$ cat config.mk
export PLATFORM = sky130hd
export DESIGN_NAME = drive_command_sequencer
export DESIGN_NICKNAME = d
export VERILOG_FILES = /design/src/rtl/dcs_pkg.sv /design/src/rtl/drive_command_sequencer.sv
export SDC_FILE = /design/constraint.sdc
export NUM_CORES = 1
export LEC_CHECK = 0
export BUFFER_PORTS_ARGS = -buffer_cell sky130_fd_sc_hd__buf_4
export CAP_MARGIN = 20
export CORE_ASPECT_RATIO = 0.7
export CORE_UTILIZATION = 30
export CTS_CLUSTER_SIZE = 14
export DETAILED_ROUTE_END_ITERATION = 10
export SLEW_MARGIN = 5
export SYNTH_ARGS = -nofsm -noshare
export SYNTH_HDL_FRONTEND = slang
export SYNTH_SLANG_ARGS = --single-unit
$ cat constraint.sdc
create_clock -name i_clk -period 21.2 [get_ports i_clk]
set_input_delay 0 -clock i_clk [delete_from_list [all_inputs] [get_ports i_clk]]
set_output_delay 0 -clock i_clk [all_outputs]
set_load 0.005 [all_outputs]
$ cat src/rtl/dcs_pkg.sv
// Shared types, codes and the control store of the drive command sequencer.
package dcs_pkg;

    localparam logic [8:0]        NEUTRAL_COMPARE = 9'd250;
    localparam logic signed [10:0] RAMP_STEP      = 11'sd10;
    localparam logic [8:0]        TRIM            = 9'd10;
    localparam logic [15:0]       PULSE_MS        = 16'd100;
    localparam logic [15:0]       HORN_MS         = 16'd1000;
    // Ceiling to whole 100 ms: floor((d + 99) * TURN_RECIP / 2^24) equals
    // floor((d + 99) / 100) over the full 16-bit range of d.
    localparam logic [16:0]       TURN_ROUND      = 17'd99;
    localparam logic [17:0]       TURN_RECIP      = 18'd167773;

    localparam logic [7:0] CMD_STOP    = 8'h00;
    localparam logic [7:0] CMD_FORWARD = 8'h01;
    localparam logic [7:0] CMD_RIGHT   = 8'h02;
    localparam logic [7:0] CMD_REVERSE = 8'h03;
    localparam logic [7:0] CMD_LEFT    = 8'h04;
    localparam logic [7:0] CMD_FASTER  = 8'h05;
    localparam logic [7:0] CMD_SLOWER  = 8'h06;
    localparam logic [7:0] CMD_HORN    = 8'h07;
    localparam logic [7:0] CMD_SPD_RST = 8'h09;

    localparam logic [2:0] MODE_STOP    = 3'd0;
    localparam logic [2:0] MODE_FORWARD = 3'd1;
    localparam logic [2:0] MODE_RIGHT   = 3'd2;
    localparam logic [2:0] MODE_REVERSE = 3'd3;
    localparam logic [2:0] MODE_LEFT    = 3'd4;

    localparam logic [2:0] REG_FORWARD_DRIVE = 3'd0;
    localparam logic [2:0] REG_REVERSE_DRIVE = 3'd1;
    localparam logic [2:0] REG_LEFT_STEER    = 3'd2;
    localparam logic [2:0] REG_RIGHT_STEER   = 3'd3;
    localparam logic [2:0] REG_LEFT_PIVOT    = 3'd4;
    localparam logic [2:0] REG_RIGHT_PIVOT   = 3'd5;
    localparam logic [2:0] REG_TURN_MS       = 3'd6;
    localparam logic [2:0] REG_RAMP_MS       = 3'd7;

    typedef enum logic [2:0] {
        ACT_STEER  = 3'd0,
        ACT_DRIVE  = 3'd1,
        ACT_FASTER = 3'd2,
        ACT_SLOWER = 3'd3,
        ACT_HORN   = 3'd4,
        ACT_REPORT = 3'd5
    } t_action;

    typedef enum logic [1:0] {
        OP_EMIT   = 2'd0,
        OP_RAMP   = 2'd1,
        OP_JUMP   = 2'd2,
        OP_REPORT = 2'd3
    } t_op;

    typedef enum logic [2:0] {
        CMP_ZERO     = 3'd0,
        CMP_NEUTRAL  = 3'd1,
        CMP_FORWARD  = 3'd2,
        CMP_REVERSE  = 3'd3,
        CMP_STEER    = 3'd4,
        CMP_FWD_TRIM = 3'd5,
        CMP_REV_TRIM = 3'd6
    } t_cmp_sel;

    typedef enum logic [1:0] {
        HOLD_ZERO  = 2'd0,
        HOLD_PULSE = 2'd1,
        HOLD_HORN  = 2'd2,
        HOLD_TURN  = 2'd3
    } t_hold_sel;

    typedef enum logic [1:0] {
        RAMP_TO_TURN    = 2'd0,
        RAMP_FROM_TURN  = 2'd1,
        RAMP_TO_PIVOT   = 2'd2
    } t_ramp_sel;

    typedef struct packed {
        t_op       op;
        t_action   action;
        t_cmp_sel  cmp_sel;
        t_hold_sel hold_sel;
        t_ramp_sel ramp_sel;
    } t_ctrl;

    // Entry points of the control store.
    localparam logic [5:0] ENT_PREFIX     = 6'd0;
    localparam logic [5:0] ENT_STOP       = 6'd3;
    localparam logic [5:0] ENT_REPORT     = 6'd5;
    localparam logic [5:0] ENT_FORWARD    = 6'd6;
    localparam logic [5:0] ENT_REVERSE    = 6'd9;
    localparam logic [5:0] ENT_TURN_FWD   = 6'd12;
    localparam logic [5:0] ENT_TURN_REV   = 6'd17;
    localparam logic [5:0] ENT_PIVOT      = 6'd22;
    localparam logic [5:0] ENT_TURN_STILL = 6'd24;
    localparam logic [5:0] ENT_FASTER     = 6'd27;
    localparam logic [5:0] ENT_SPD_RST    = 6'd29;
    localparam logic [5:0] ENT_SLOWER     = 6'd31;
    localparam logic [5:0] ENT_HORN       = 6'd33;

    function automatic t_ctrl f_word(input t_op op, input t_action act,
                                     input t_cmp_sel cmp, input t_hold_sel hold,
                                     input t_ramp_sel rs);
        t_ctrl w;
        w.op       = op;
        w.action   = act;
        w.cmp_sel  = cmp;
        w.hold_sel = hold;
        w.ramp_sel = rs;
        return w;
    endfunction

    function automatic t_ctrl f_emit(input t_action act, input t_cmp_sel cmp,
                                     input t_hold_sel hold);
        return f_word(OP_EMIT, act, cmp, hold, RAMP_TO_TURN);
    endfunction

    function automatic t_ctrl f_ramp(input t_ramp_sel rs);
        return f_word(OP_RAMP, ACT_STEER, CMP_ZERO, HOLD_ZERO, rs);
    endfunction

    localparam t_ctrl W_REPORT = '{OP_REPORT, ACT_REPORT, CMP_ZERO, HOLD_ZERO, RAMP_TO_TURN};
    localparam t_ctrl W_JUMP   = '{OP_JUMP, ACT_REPORT, CMP_ZERO, HOLD_ZERO, RAMP_TO_TURN};

    // Control store: one word per step.
    function automatic t_ctrl f_ucode(input logic [5:0] pc);
        t_ctrl w;
        unique case (pc)
            // Obstacle while moving forward: stop first, then the command.
            6'd0:  w = f_emit(ACT_STEER, CMP_NEUTRAL, HOLD_ZERO);
            6'd1:  w = f_emit(ACT_DRIVE, CMP_NEUTRAL, HOLD_ZERO);
            6'd2:  w = W_JUMP;
            // Stop.
            6'd3:  w = f_emit(ACT_STEER, CMP_NEUTRAL, HOLD_ZERO);
            6'd4:  w = f_emit(ACT_DRIVE, CMP_NEUTRAL, HOLD_ZERO);
            6'd5:  w = W_REPORT;
            // Forward start.
            6'd6:  w = f_emit(ACT_STEER, CMP_NEUTRAL, HOLD_ZERO);
            6'd7:  w = f_emit(ACT_DRIVE, CMP_FORWARD, HOLD_ZERO);
            6'd8:  w = W_REPORT;
            // Reverse drive write.
            6'd9:  w = f_emit(ACT_STEER, CMP_NEUTRAL, HOLD_ZERO);
            6'd10: w = f_emit(ACT_DRIVE, CMP_REVERSE, HOLD_ZERO);
            6'd11: w = W_REPORT;
            // Turn while driving forward.
            6'd12: w = f_ramp(RAMP_TO_TURN);
            6'd13: w = f_emit(ACT_DRIVE, CMP_FWD_TRIM, HOLD_TURN);
            6'd14: w = f_ramp(RAMP_FROM_TURN);
            6'd15: w = f_emit(ACT_DRIVE, CMP_FORWARD, HOLD_ZERO);
            6'd16: w = W_REPORT;
            // Turn while reversing.
            6'd17: w = f_emit(ACT_STEER, CMP_STEER, HOLD_ZERO);
            6'd18: w = f_emit(ACT_DRIVE, CMP_REV_TRIM, HOLD_TURN);
            6'd19: w = f_emit(ACT_STEER, CMP_NEUTRAL, HOLD_ZERO);
            6'd20: w = f_emit(ACT_DRIVE, CMP_REVERSE, HOLD_ZERO);
            6'd21: w = W_REPORT;
            // Pivot from standstill at the lowest rank.
            6'd22: w = f_ramp(RAMP_TO_PIVOT);
            6'd23: w = W_REPORT;
            // Turn from any other state.
            6'd24: w = f_emit(ACT_STEER, CMP_STEER, HOLD_ZERO);
            6'd25: w = f_emit(ACT_DRIVE, CMP_NEUTRAL, HOLD_ZERO);
            6'd26: w = W_REPORT;
            6'd27: w = f_emit(ACT_FASTER, CMP_ZERO, HOLD_PULSE);
            6'd28: w = W_REPORT;
            // Speed reset runs three slower pulses and shares the tail.
            6'd29: w = f_emit(ACT_SLOWER, CMP_ZERO, HOLD_PULSE);
            6'd30: w = f_emit(ACT_SLOWER, CMP_ZERO, HOLD_PULSE);
            6'd31: w = f_emit(ACT_SLOWER, CMP_ZERO, HOLD_PULSE);
            6'd32: w = W_REPORT;
            6'd33: w = f_emit(ACT_HORN, CMP_ZERO, HOLD_HORN);
            6'd34: w = W_REPORT;
            default: w = W_REPORT;
        endcase
        return w;
    endfunction

endpackage

$ cat src/rtl/drive_command_sequencer.sv
// Drive command sequencer: microcoded action generator for a small motor drive.
//
// Usage: each transfer on the s_axis channel carries one command byte and the
// obstacle flag. The block answers with a run of actions on the m_axis channel
// (steer or drive compare writes, speed and horn pulses), each with the time
// to wait after it, and always closes the run with a report item that has
// tlast set. Every item of a run carries the motion mode, speed rank and LED
// toggle as they stand after the command.
// Sequencing: a command is taken while the block idles, then the control
// words run in order. Each action is one step, the obstacle stop prefix
// adds a jump step, and each steering ramp adds a step to set up and one
// to finish. The next command is taken only after the report item has been
// placed in the output register.
// Reset sets the configuration and control registers to their defaults,
// mode stop and rank one; the output payload registers are not reset.
// If the receiver stalls, the sequencer holds on the current action; nothing
// is dropped or repeated. Configuration is to be written on the plain register
// port only while the block idles; the block itself does not enforce this.
module drive_command_sequencer
    import dcs_pkg::*;
(
    input  logic        i_clk,
    input  logic        i_rst_n,
    input  logic        s_axis_tvalid,
    output logic        s_axis_tready,
    input  logic [15:0] s_axis_tdata,   // [7:0] command, [8] obstacle, [15:9] zero
    output logic        m_axis_tvalid,
    input  logic        m_axis_tready,
    output logic [47:0] m_axis_tdata,   // [8:0] compare_value, [24:9] hold_ms,
                                        // [27:25] motion_mode, [43:28] speed_level,
                                        // [44] led_toggle, [47:45] zero
    output logic [2:0]  m_axis_tuser,   // [2:0] action
    output logic        m_axis_tlast,
    input  logic        i_cfg_wr_en,
    input  logic [2:0]  i_cfg_index,
    input  logic [15:0] i_cfg_data
);

    // Configuration registers.
    logic [8:0]  r_fwd_drive, r_rev_drive, r_left_steer, r_right_steer;
    logic [8:0]  r_left_pivot, r_right_pivot;
    logic [15:0] r_turn_ms;
    logic [7:0]  r_ramp_ms;

    // Turn hold, rounded up to 100 ms, in two registered steps.
    logic [34:0] w_turn_prod;
    logic [9:0]  r_turn_q;
    logic [16:0] w_turn_scaled;
    logic [15:0] r_turn_hold;

    // Sequencer state.
    logic        r_busy, n_busy;
    logic [5:0]  r_pc, n_pc;
    logic [5:0]  r_entry, n_entry;
    logic        r_ramp_act, n_ramp_act;
    logic        r_up, n_up;
    logic signed [10:0] r_val, n_val, r_to, n_to;
    logic [8:0]  r_steer, n_steer, r_turn_tgt, n_turn_tgt, r_pivot, n_pivot;
    logic [2:0]  r_mode, n_mode;
    logic [15:0] r_rank, n_rank;
    logic        r_led, n_led;

    // Output register.
    logic        r_out_valid, n_out_valid;
    logic        w_load;
    t_action     r_out_action, n_out_action;
    logic [8:0]  r_out_cmp, n_out_cmp;
    logic [15:0] r_out_hold, n_out_hold;
    logic        r_out_last, n_out_last;
    logic [2:0]  r_out_mode;
    logic [15:0] r_out_rank;
    logic        r_out_led;

    logic        w_accept, w_out_free;
    t_ctrl       w_ctrl;
    logic [7:0]  w_cmd;
    logic        w_obst, w_obst_stop;
    logic [2:0]  w_mode_eff;
    logic [8:0]  w_fwd_trim, w_rev_trim, w_left_trim, w_right_trim;
    logic [9:0]  w_rev_sum, w_right_sum;
    logic [8:0]  w_cmp;
    logic [15:0] w_hold;
    logic signed [10:0] w_ramp_from, w_ramp_to, w_next;
    logic        w_in_range;

    assign w_cmd      = s_axis_tdata[7:0];
    assign w_obst     = s_axis_tdata[8];
    assign w_accept   = s_axis_tvalid && s_axis_tready;
    assign w_out_free = !r_out_valid || m_axis_tready;
    assign w_ctrl     = f_ucode(r_pc);

    // Trimmed targets saturate at the ends of the 9-bit range.
    assign w_fwd_trim   = (r_fwd_drive >= TRIM) ? (r_fwd_drive - TRIM) : 9'd0;
    assign w_left_trim  = (r_left_steer >= TRIM) ? (r_left_steer - TRIM) : 9'd0;
    assign w_rev_sum    = {1'b0, r_rev_drive} + {1'b0, TRIM};
    assign w_right_sum  = {1'b0, r_right_steer} + {1'b0, TRIM};
    assign w_rev_trim   = w_rev_sum[9] ? 9'd511 : w_rev_sum[8:0];
    assign w_right_trim = w_right_sum[9] ? 9'd511 : w_right_sum[8:0];

    assign w_turn_prod   = 35'({1'b0, r_turn_ms} + TURN_ROUND) * 35'(TURN_RECIP);
    assign w_turn_scaled = {1'b0, r_turn_q, 6'b0} + {2'b0, r_turn_q, 5'b0}
                         + {5'b0, r_turn_q, 2'b0};

    // The mode seen by the command after any obstacle stop.
    assign w_obst_stop = w_obst && (r_mode == MODE_FORWARD);
    assign w_mode_eff  = w_obst_stop ? MODE_STOP : r_mode;

    always_comb begin
        unique case (w_ctrl.cmp_sel)
            CMP_NEUTRAL:  w_cmp = NEUTRAL_COMPARE;
            CMP_FORWARD:  w_cmp = r_fwd_drive;
            CMP_REVERSE:  w_cmp = r_rev_drive;
            CMP_STEER:    w_cmp = r_steer;
            CMP_FWD_TRIM: w_cmp = w_fwd_trim;
            CMP_REV_TRIM: w_cmp = w_rev_trim;
            default:      w_cmp = 9'd0;
        endcase
        unique case (w_ctrl.hold_sel)
            HOLD_PULSE: w_hold = PULSE_MS;
            HOLD_HORN:  w_hold = HORN_MS;
            HOLD_TURN:  w_hold = r_turn_hold;
            default:    w_hold = 16'd0;
        endcase
        unique case (w_ctrl.ramp_sel)
            RAMP_FROM_TURN: begin
                w_ramp_from = $signed({2'b00, r_turn_tgt});
                w_ramp_to   = $signed({2'b00, NEUTRAL_COMPARE});
            end
            RAMP_TO_PIVOT: begin
                w_ramp_from = $signed({2'b00, NEUTRAL_COMPARE});
                w_ramp_to   = $signed({2'b00, r_pivot});
            end
            default: begin
                w_ramp_from = $signed({2'b00, NEUTRAL_COMPARE});
                w_ramp_to   = $signed({2'b00, r_turn_tgt});
            end
        endcase
    end

    assign w_next     = r_up ? (r_val + RAMP_STEP) : (r_val - RAMP_STEP);
    assign w_in_range = r_up ? (w_next <= r_to) : (w_next >= r_to);

    // Command decode at accept and the per-step sequencer.
    always_comb begin
        n_busy       = r_busy;
        n_pc         = r_pc;
        n_entry      = r_entry;
        n_ramp_act   = r_ramp_act;
        n_up         = r_up;
        n_val        = r_val;
        n_to         = r_to;
        n_steer      = r_steer;
        n_turn_tgt   = r_turn_tgt;
        n_pivot      = r_pivot;
        n_mode       = r_mode;
        n_rank       = r_rank;
        n_led        = r_led;
        w_load       = 1'b0;
        n_out_action = w_ctrl.action;
        n_out_cmp    = w_cmp;
        n_out_hold   = w_hold;
        n_out_last   = 1'b0;

        if (w_accept) begin
            n_busy     = 1'b1;
            n_ramp_act = 1'b0;
            n_mode     = w_mode_eff;
            n_led      = w_obst_stop ^ (w_cmd <= CMD_HORN);
            n_entry    = ENT_REPORT;
            if (w_cmd == CMD_LEFT) begin
                n_steer    = r_left_steer;
                n_turn_tgt = w_left_trim;
                n_pivot    = r_left_pivot;
            end else begin
                n_steer    = r_right_steer;
                n_turn_tgt = w_right_trim;
                n_pivot    = r_right_pivot;
            end
            unique case (w_cmd)
                CMD_STOP: begin
                    n_entry = ENT_STOP;
                    n_mode  = MODE_STOP;
                end
                CMD_FORWARD: begin
                    if (w_mode_eff == MODE_REVERSE) begin
                        n_entry = ENT_STOP;
                        n_mode  = MODE_STOP;
                    end else if (!w_obst) begin
                        n_entry = ENT_FORWARD;
                        n_mode  = MODE_FORWARD;
                    end
                end
                CMD_REVERSE: begin
                    if (w_mode_eff == MODE_REVERSE) begin
                        n_entry = ENT_REVERSE;
                        n_mode  = MODE_STOP;
                    end else if (w_mode_eff == MODE_STOP) begin
                        n_entry = ENT_REVERSE;
                        n_mode  = MODE_REVERSE;
                    end else begin
                        n_entry = ENT_STOP;
                        n_mode  = MODE_STOP;
                    end
                end
                CMD_LEFT, CMD_RIGHT: begin
                    if (w_mode_eff == MODE_FORWARD) begin
                        n_entry = ENT_TURN_FWD;
                    end else if (w_mode_eff == MODE_REVERSE) begin
                        n_entry = ENT_TURN_REV;
                    end else begin
                        n_entry = (w_mode_eff == MODE_STOP && r_rank == 16'd1)
                                ? ENT_PIVOT : ENT_TURN_STILL;
                        n_mode  = (w_cmd == CMD_LEFT) ? MODE_LEFT : MODE_RIGHT;
                    end
                end
                CMD_FASTER: begin
                    n_entry = ENT_FASTER;
                    n_rank  = r_rank + 16'd1;
                end
                CMD_SLOWER: begin
                    n_entry = ENT_SLOWER;
                    n_rank  = r_rank - 16'd1;
                end
                CMD_HORN:    n_entry = ENT_HORN;
                CMD_SPD_RST: n_entry = ENT_SPD_RST;
                default:     n_entry = ENT_REPORT;
            endcase
            n_pc = w_obst_stop ? ENT_PREFIX : n_entry;
        end else if (r_busy) begin
            unique case (w_ctrl.op)
                OP_EMIT: begin
                    if (w_out_free) begin
                        w_load = 1'b1;
                        n_pc   = r_pc + 6'd1;
                    end
                end
                OP_REPORT: begin
                    if (w_out_free) begin
                        w_load     = 1'b1;
                        n_out_last = 1'b1;
                        n_busy     = 1'b0;
                    end
                end
                OP_JUMP: n_pc = r_entry;
                OP_RAMP: begin
                    if (!r_ramp_act) begin
                        n_ramp_act = 1'b1;
                        n_val      = w_ramp_from;
                        n_to       = w_ramp_to;
                        n_up       = w_ramp_from < w_ramp_to;
                    end else if (w_in_range) begin
                        if (w_out_free) begin
                            w_load       = 1'b1;
                            n_out_action = ACT_STEER;
                            n_out_cmp    = w_next[8:0];
                            n_out_hold   = {8'd0, r_ramp_ms};
                            n_val        = w_next;
                        end
                    end else begin
                        n_ramp_act = 1'b0;
                        n_pc       = r_pc + 6'd1;
                    end
                end
                default: n_busy = 1'b0;
            endcase
        end

        if (w_load) begin
            n_out_valid = 1'b1;
        end else if (m_axis_tready) begin
            n_out_valid = 1'b0;
        end else begin
            n_out_valid = r_out_valid;
        end
    end

    always_ff @(posedge i_clk) begin
        if (!i_rst_n) begin
            r_fwd_drive   <= 9'd310;
            r_rev_drive   <= 9'd190;
            r_left_steer  <= 9'd155;
            r_right_steer <= 9'd335;
            r_left_pivot  <= 9'd130;
            r_right_pivot <= 9'd360;
            r_turn_ms     <= 16'd1600;
            r_ramp_ms     <= 8'd5;
            r_busy        <= 1'b0;
            r_pc          <= ENT_REPORT;
            r_ramp_act    <= 1'b0;
            r_mode        <= MODE_STOP;
            r_rank        <= 16'd1;
            r_out_valid   <= 1'b0;
        end else begin
            if (i_cfg_wr_en) begin
                unique case (i_cfg_index)
                    REG_FORWARD_DRIVE: r_fwd_drive   <= i_cfg_data[8:0];
                    REG_REVERSE_DRIVE: r_rev_drive   <= i_cfg_data[8:0];
                    REG_LEFT_STEER:    r_left_steer  <= i_cfg_data[8:0];
                    REG_RIGHT_STEER:   r_right_steer <= i_cfg_data[8:0];
                    REG_LEFT_PIVOT:    r_left_pivot  <= i_cfg_data[8:0];
                    REG_RIGHT_PIVOT:   r_right_pivot <= i_cfg_data[8:0];
                    REG_TURN_MS:       r_turn_ms     <= i_cfg_data;
                    REG_RAMP_MS:       r_ramp_ms     <= i_cfg_data[7:0];
                    default:           r_ramp_ms     <= r_ramp_ms;
                endcase
            end
            r_busy      <= n_busy;
            r_pc        <= n_pc;
            r_ramp_act  <= n_ramp_act;
            r_mode      <= n_mode;
            r_rank      <= n_rank;
            r_out_valid <= n_out_valid;
        end
    end

    // Datapath and output payload registers.
    always_ff @(posedge i_clk) begin
        r_turn_q    <= w_turn_prod[33:24];
        r_turn_hold <= w_turn_scaled[16] ? 16'hFFFF : w_turn_scaled[15:0];
        r_entry     <= n_entry;
        r_up        <= n_up;
        r_val       <= n_val;
        r_to        <= n_to;
        r_steer     <= n_steer;
        r_turn_tgt  <= n_turn_tgt;
        r_pivot     <= n_pivot;
        r_led       <= n_led;
        if (w_load) begin
            r_out_action <= n_out_action;
            r_out_cmp    <= n_out_cmp;
            r_out_hold   <= n_out_hold;
            r_out_last   <= n_out_last;
            r_out_mode   <= r_mode;
            r_out_rank   <= r_rank;
            r_out_led    <= r_led;
        end
    end

    assign s_axis_tready = !r_busy;
    assign m_axis_tvalid = r_out_valid;
    assign m_axis_tuser  = r_out_action;
    assign m_axis_tlast  = r_out_last;
    assign m_axis_tdata  = {3'b000, r_out_led, r_out_rank, r_out_mode, r_out_hold, r_out_cmp};

`ifndef SYNTHESIS
    // The run end marker travels only on report items.
    a_last_is_report: assert property (@(posedge i_clk) disable iff (!i_rst_n)
        m_axis_tvalid |-> (m_axis_tlast == (m_axis_tuser == ACT_REPORT)))
        else $error("tlast does not match the report action");

    // A taken command starts the sequencer and blocks further commands.
    a_accept_busy: assert property (@(posedge i_clk) disable iff (!i_rst_n)
        (s_axis_tvalid && s_axis_tready) |=> (r_busy && !s_axis_tready))
        else $error("sequencer did not start after a command");

    // The ramp loop flag is only set while a ramp word is executing.
    a_ramp_word: assert property (@(posedge i_clk) disable iff (!i_rst_n)
        (r_busy && r_ramp_act) |-> (w_ctrl.op == OP_RAMP))
        else $error("ramp loop active outside a ramp word");

    // Retiring the report word ends the run with a report on the output.
    a_report_ends: assert property (@(posedge i_clk) disable iff (!i_rst_n)
        (r_busy && !w_accept && w_ctrl.op == OP_REPORT && w_out_free)
        |=> (!r_busy && m_axis_tvalid && m_axis_tlast))
        else $error("report word did not close the run");
`endif

endmodule
==> metrics, run 1 <==
outcome finished, final reports clean; Final Worst Setup Slack 12.71 ns; Tightest Pin Transition 0.986 ns; worst-path fanout max 9; antenna violations before repair 3; die width 299 um; worst reg2reg path endpoint r_turn_q[9]; All-Layer GR Usage 0.152; Distinct cells, synth 89; Reg2Reg Depth 26; Worst EP arrival 8.95 ns; remaining design rule violation count 0; TritonCTS Buffers 28; Num Clock Sinks 247; vias in the first global route 13700; count leader, synth nand2_1; Critical Path RT 21.66 ns; first-pass GRT wire length 76000 um; maximum buffer depth of the clock tree 3; Final Hold Fails 0; H-tree Lvls 1; Syn. warnings 0; IO Pins 94; DPL Wire Length 37000 um; DRT iter0 DRCs 1104; Slowest cell on crit path xnor2_1; Core Footprint 60400 sq um; CTS Root Cell clkbuf_16; Max-slew headroom 0.338; CP Capture Type register; final core occ 0.351; DIE AREA 62700 sq um; fraction of layout cells with a size suffix above 1 0.0848; # port buffers 83; vias per cell 4.81; hold depth 3; Vias 14100; CP startpoint kind register; Rows 75; area delta synth->final 14.7%; ANT nets after route 0; CP delay by family, top adder cells; number of synthesized flops with an enable pin 104; Post-DP Area 19900 sq um; crit-path max cell delay 0.78 ns; post-synth top area cell edfxtp_1; Synth Flop Type dfxtp_1; reg-to-reg startpoint r_turn_ms[0]; drt first pass iters 6; largest net degree at the start of global routing 115; commonest cells in the netlist nand2_1, inv_1, ha_1, dfxtp_1, fa_1; Mean Syn Cell Area 9.16 sq um; wire length per cell 16.1 um; post_cts resized 0; slack of the worst reg-to-reg path 12.71 ns; number of fill cells 6164; TritonCTS clock tree yes; post-route minimum period 8.49 ns; RSZ-0062 raised after global routing false; total of max-cap violations 0; Max VDD drop 0.0558 mV; RePlAce Congestion 0.898; post-CTS setup buffers 0; NumNets Final 2453; Post-Synthesis Cells 2019; register area share after synthesis 0.324; pre-CTS WS 12.76 ns; CP bufs+invs 4; kind of critical path reg2reg; setup TNS 0 ns; Finish-stage setup viols 0; Worst Hold Class in2reg; post-synth top area share 0.169; Final Cycle Share 0.401; power per cell area 89.9 nW/um^2; Worst path depth 26; Multi-input gate area 11200 sq um; Leak 9.44 nW; Design Area, Final 21200 sq um; WL final 47200 um; Max Freq 118 MHz; Overflow after GRT 0; Final Skew 0.0349 ns; Area contributors post-synth edfxtp_1, dfxtp_1, ha_1; Hold Crit Start s_axis_tdata[6]; clock slew seen by the registers of the worst setup and hold paths 0.07 ns; clk_lat worst skew 0.58 ns; Max Transition Viols Final 0; die height 210 um; Hold EP r_entry[3]; asr flop ratio synth 0; initial core utilization 0.306; sequential standard cell area 5990 sq um; cell mode on critical path fa_1; cell area after synthesis 18500 sq um; FF+latch count, synth 247
## worst reg2reg max path, stage by stage (launching register included)
cell	delay (ns)
dfxtp_1	0.52
inv_1	0.21
ha_1	0.32
inv_1	0.12
and3_1	0.21
a21oi_1	0.10
nand2b_1	0.25
nand2_1	0.11
xnor2_1	0.78
fa_1	0.66
fa_1	0.57
fa_1	0.45
fa_1	0.53
fa_1	0.58
inv_1	0.07
fa_1	0.53
inv_1	0.05
ha_1	0.31
and3_1	0.19
or3b_2	0.48
nor2_1	0.11
o31ai_1	0.15
a31oi_1	0.39
nor2_1	0.13
o21ai_0	0.32
a21oi_1	0.13
xnor2_1	0.13
## kinds of logic (layout without fill, tap and decap cells)
| logic type | after synthesis | in the layout | synth area share |
|---|---|---|---|
| buffers and inverters | 346 | 448 | 0.0741 |
| DFF | 247 | 247 | 0.324 |
| AOI/OAI and AO/OA | 355 | 355 | 0.125 |
| adders and majority gates | 313 | 313 | 0.257 |
| and+or+nand+nor | 647 | 647 | 0.165 |
| muxes | 20 | 20 | 0.0122 |
| other | 1 | 4 | 0.000203 |
| xor gates and xnor gates | 90 | 90 | 0.0426 |
## layout by cell type, fill, tap and decap left out, types with 28 or more instances in the layout
cell,n
inv_1,266
buf_4,92
dlygate4sd3_1,32
o21ai_0,82
dfxtp_1,143
xor2_1,31
ha_1,200
clkbuf_16,32
nor3_1,29
nand2_1,300
a21boi_0,48
nand3_1,64
nor2_1,85
xnor2_1,59
edfxtp_1,104
a21oi_1,82
fa_1,112
and2_1,31
nand2b_1,37
nor2b_1,28
## metrics by stage
| step | total power [mW] | hold slack [ns] | instances |
|---|---|---|---|
| finish | 1.91 | 0.0451 | 2932 |
| global route | 2.07 | 0.0320 | 2931 |
| CTS | 1.93 | 0.00650 | 2927 |
| detailed placement | 1.40 | 0.226 | 2844 |
| global placement | 1.38 | 0.219 | 2844 |
| floorplan | 1.18 | 0.124 | 2021 |
## where the power goes
group          internal [mW]  leakage (nW)  switching [mW]  total [mW]
Clock                  0.294         0.479           0.220       0.515
Combinational          0.337          6.87           0.442       0.779
Sequential             0.573          2.09          0.0407       0.614
Total                   1.20          9.44           0.703        1.91
## how the worst max path moves through the flow
stage,start,to,slack [ns]
floorplan,r_up,m_axis_tlast,13.84
global placement,r_turn_ms[0],r_turn_q[9],12.75
detailed placement,r_turn_ms[0],r_turn_q[9],12.76
CTS,r_turn_ms[0],r_turn_q[9],12.74
global route,r_turn_ms[0],r_turn_q[9],12.10
finish,r_turn_ms[0],r_turn_q[9],12.71
## state kept, by name (all words and copies together) (netlist names), 10 cells and up
signal,cells
r_out_hold,16
r_out_rank,16
r_rank,16
r_turn_ms,16
r_turn_hold,15
w_ctrl,12
r_val,11
r_turn_q,10
## routing by layer
metal / GRT usage / up-vias / wire length [um]
met5: 0 / - / 24
met4: 0.0289 / 4 / 819
met3: 0.0345 / 64 / 3390
met2: 0.206 / 392 / 18000
met1: 0.239 / 6704 / 24900
li1: - / 6925 / -
## cell type report
type                    instances  share of cell area
flip-flops and latches        247               0.282
clock inverters                17             0.00672
inverters                     270              0.0479
clock buffers                  35              0.0392
repair buffers                126              0.0497
well taps                     808              0.0477
multi-input cells            1428               0.527
diodes                          1            0.000118
## timing repair
item | in CTS | in global routing
hold buffers | 31 | 1
setup endpoints to repair | 0 | 0
endpoints found under the hold margin | 87 | 3
No activity file was read; power rests on OpenSTA's default activity.
==> inputs of run 2 (changes only) <==
Settings changed: ABC_AREA set to 1.
Clock period 21.2 ns to 8.1 ns, I/O delays scaled along.
==> metrics, run 2 <==
final core occ 0.351; outcome finished, final reports clean; Final Hold Fails 0; Cells after DPL 3068; largest net degree at the start of global routing 70; Hold Crit Start s_axis_tdata[1]; RePlAce Congestion 0.934; drt first pass iters 6; NumNets Final 2676; CP bufs+invs 5; wire length per cell 15.5 um; Max-slew headroom 0.251; setup TNS 0 ns; vias in the first global route 14600; kind of critical path reg2reg; XOR/XNOR Fraction of Synth Area 0.0213; Final Worst Setup Slack 0.926 ns; post_cts resized 0; cell mode on critical path fa_1; Max Freq 139 MHz; Worst EP arrival 7.62 ns; Distinct cells, synth 66; All-Layer GR Usage 0.157; initial core utilization 0.306; TritonCTS Buffers 25; Synth Area in Compound Gates 0.114; post-synth top area cell edfxtp_1; Antenna Cells 0; remaining design rule violation count 0; IO Pins 94; Leak 10.3 nW; Overflow after GRT 0; RSZ-0062 raised after global routing false; FF+latch count, synth 247; vias per cell 4.75; clk_lat worst skew 0.56 ns; total of max-cap violations 0; commonest cells in the netlist inv_1, nand2_1, nor2_1, ha_1, dfxtp_1; first-pass GRT wire length 78800 um; # hold bufs at CTS 36; Final Skew 0.0136 ns; die width 299 um; reg-to-reg startpoint r_turn_ms[0]; DRT iter0 DRCs 1353; Area contributors post-synth edfxtp_1, dfxtp_1, ha_1; power per cell area 285 nW/um^2; asr flop ratio synth 0; pre-CTS WS 0.985 ns; TritonCTS clock tree yes; WL final 48700 um; CP startpoint kind register; Max Transition Viols Final 0; Max VDD drop 0.199 mV; antenna violations before repair 0; area delta synth->final 14.7%; Vias 15000; Critical Path RT 8.55 ns; Slowest cell on crit path fa_1; critical path startpoint r_turn_ms[0]; Core Footprint 60400 sq um; # port buffers 83; Design Area, Final 21200 sq um; fraction of layout cells with a size suffix above 1 0.0909; synthesized-area fraction occupied by adder cells 0.256; post-route minimum period 7.17 ns; number of fill cells 6181; maximum buffer depth of the clock tree 3; Finish-stage setup viols 0; Synth Flop Type dfxtp_1; ANT nets after route 0; DPL Wire Length 38900 um; Syn. warnings 0; post-CTS setup buffers 0; count leader, synth inv_1; Post-Synthesis Cells 2215; die height 210 um; Num Clock Sinks 247; H-tree Lvls 1; Post-DP Area 20000 sq um; commonest non-fill, non-tap cell in the layout inv_1; CP Capture Type register; worst-path fanout max 7; post-synth top area share 0.169; register area share after synthesis 0.323; most frequent cells in the layout inv_1, nand2_1, nor2_1; CP delay by family, top adder cells; Synth Area in Simple Gates 0.184; clock slew seen by the registers of the worst setup and hold paths 0.07 ns; Rows 75; DIE AREA 62700 sq um; non-filler cells, final 3150; cell area after synthesis 18500 sq um; crit-path max cell delay 0.61 ns; Final Cycle Share 0.886; number of synthesized flops with an enable pin 104; largest family of logic cells by synthesized area adder cells; Mean Syn Cell Area 8.36 sq um; Tightest Pin Transition 1.12 ns; Worst Hold Class in2reg; mux cell area share after synthesis 0.00122; CTS Root Cell clkbuf_16
## run 2: logic make-up after synthesis
logic type / Yosys count
and+or+nand+nor: 770
buffers and inverters: 481
AOI/OAI and AO/OA: 357
adders and majority gates: 312
DFF: 247
xor gates and xnor gates: 45
muxes: 2
other: 1
## run 2: final timing paths
check	slack, ns	depth (start not counted)	end
worst max-delay path	0.93	30	r_turn_q[8]
worst min-delay path	0.02	4	r_entry[1]
worst max register to register	0.93	30	r_turn_q[8]
worst min register to register	0.43	0	r_out_led
## run 2: layout make-up
cell class | count | area, sq um | area share
multi-input cells | 1489 | 10700 | 0.503
flip-flops and latches | 247 | 5990 | 0.282
inverters | 434 | 1630 | 0.0768
repair buffers | 127 | 1060 | 0.0497
well taps | 808 | 1010 | 0.0476
clock buffers | 28 | 657 | 0.0309
clock inverters | 17 | 206 | 0.00972
## run 2: worst min-delay path, stage by stage
cell       delay [ns]
buf_4            0.12
a31oi_1          0.05
nand3_1          0.08
o2111ai_1        0.14
## run 2: per-stage QoR
stage,hold slack (ns),power [mW]
2_1_floorplan,0.126,3.90
3_3_place_gp,0.223,4.75
3_5_place_dp,0.225,4.78
4_1_cts,0.00467,6.06
5_1_grt,0.0479,6.62
6_report,0.0234,6.05
## run 2: per-layer routing
metal | vias to the layer above | routed length [um] | global-route usage
li1 | 7398 | - | -
met1 | 7031 | 26200 | 0.257
met2 | 482 | 17800 | 0.208
met3 | 48 | 3830 | 0.0276
met4 | 0 | 823 | 0.0280
met5 | - | 0 | 0
## run 2: power by group
group / total (mW) / leakage (nW) / switching, mW / internal [mW]
Sequential: 1.63 / 2.12 / 0.110 / 1.52
Combinational: 3.19 / 7.73 / 1.96 / 1.22
Clock: 1.23 / 0.425 / 0.516 / 0.715
Total: 6.05 / 10.3 / 2.59 / 3.46
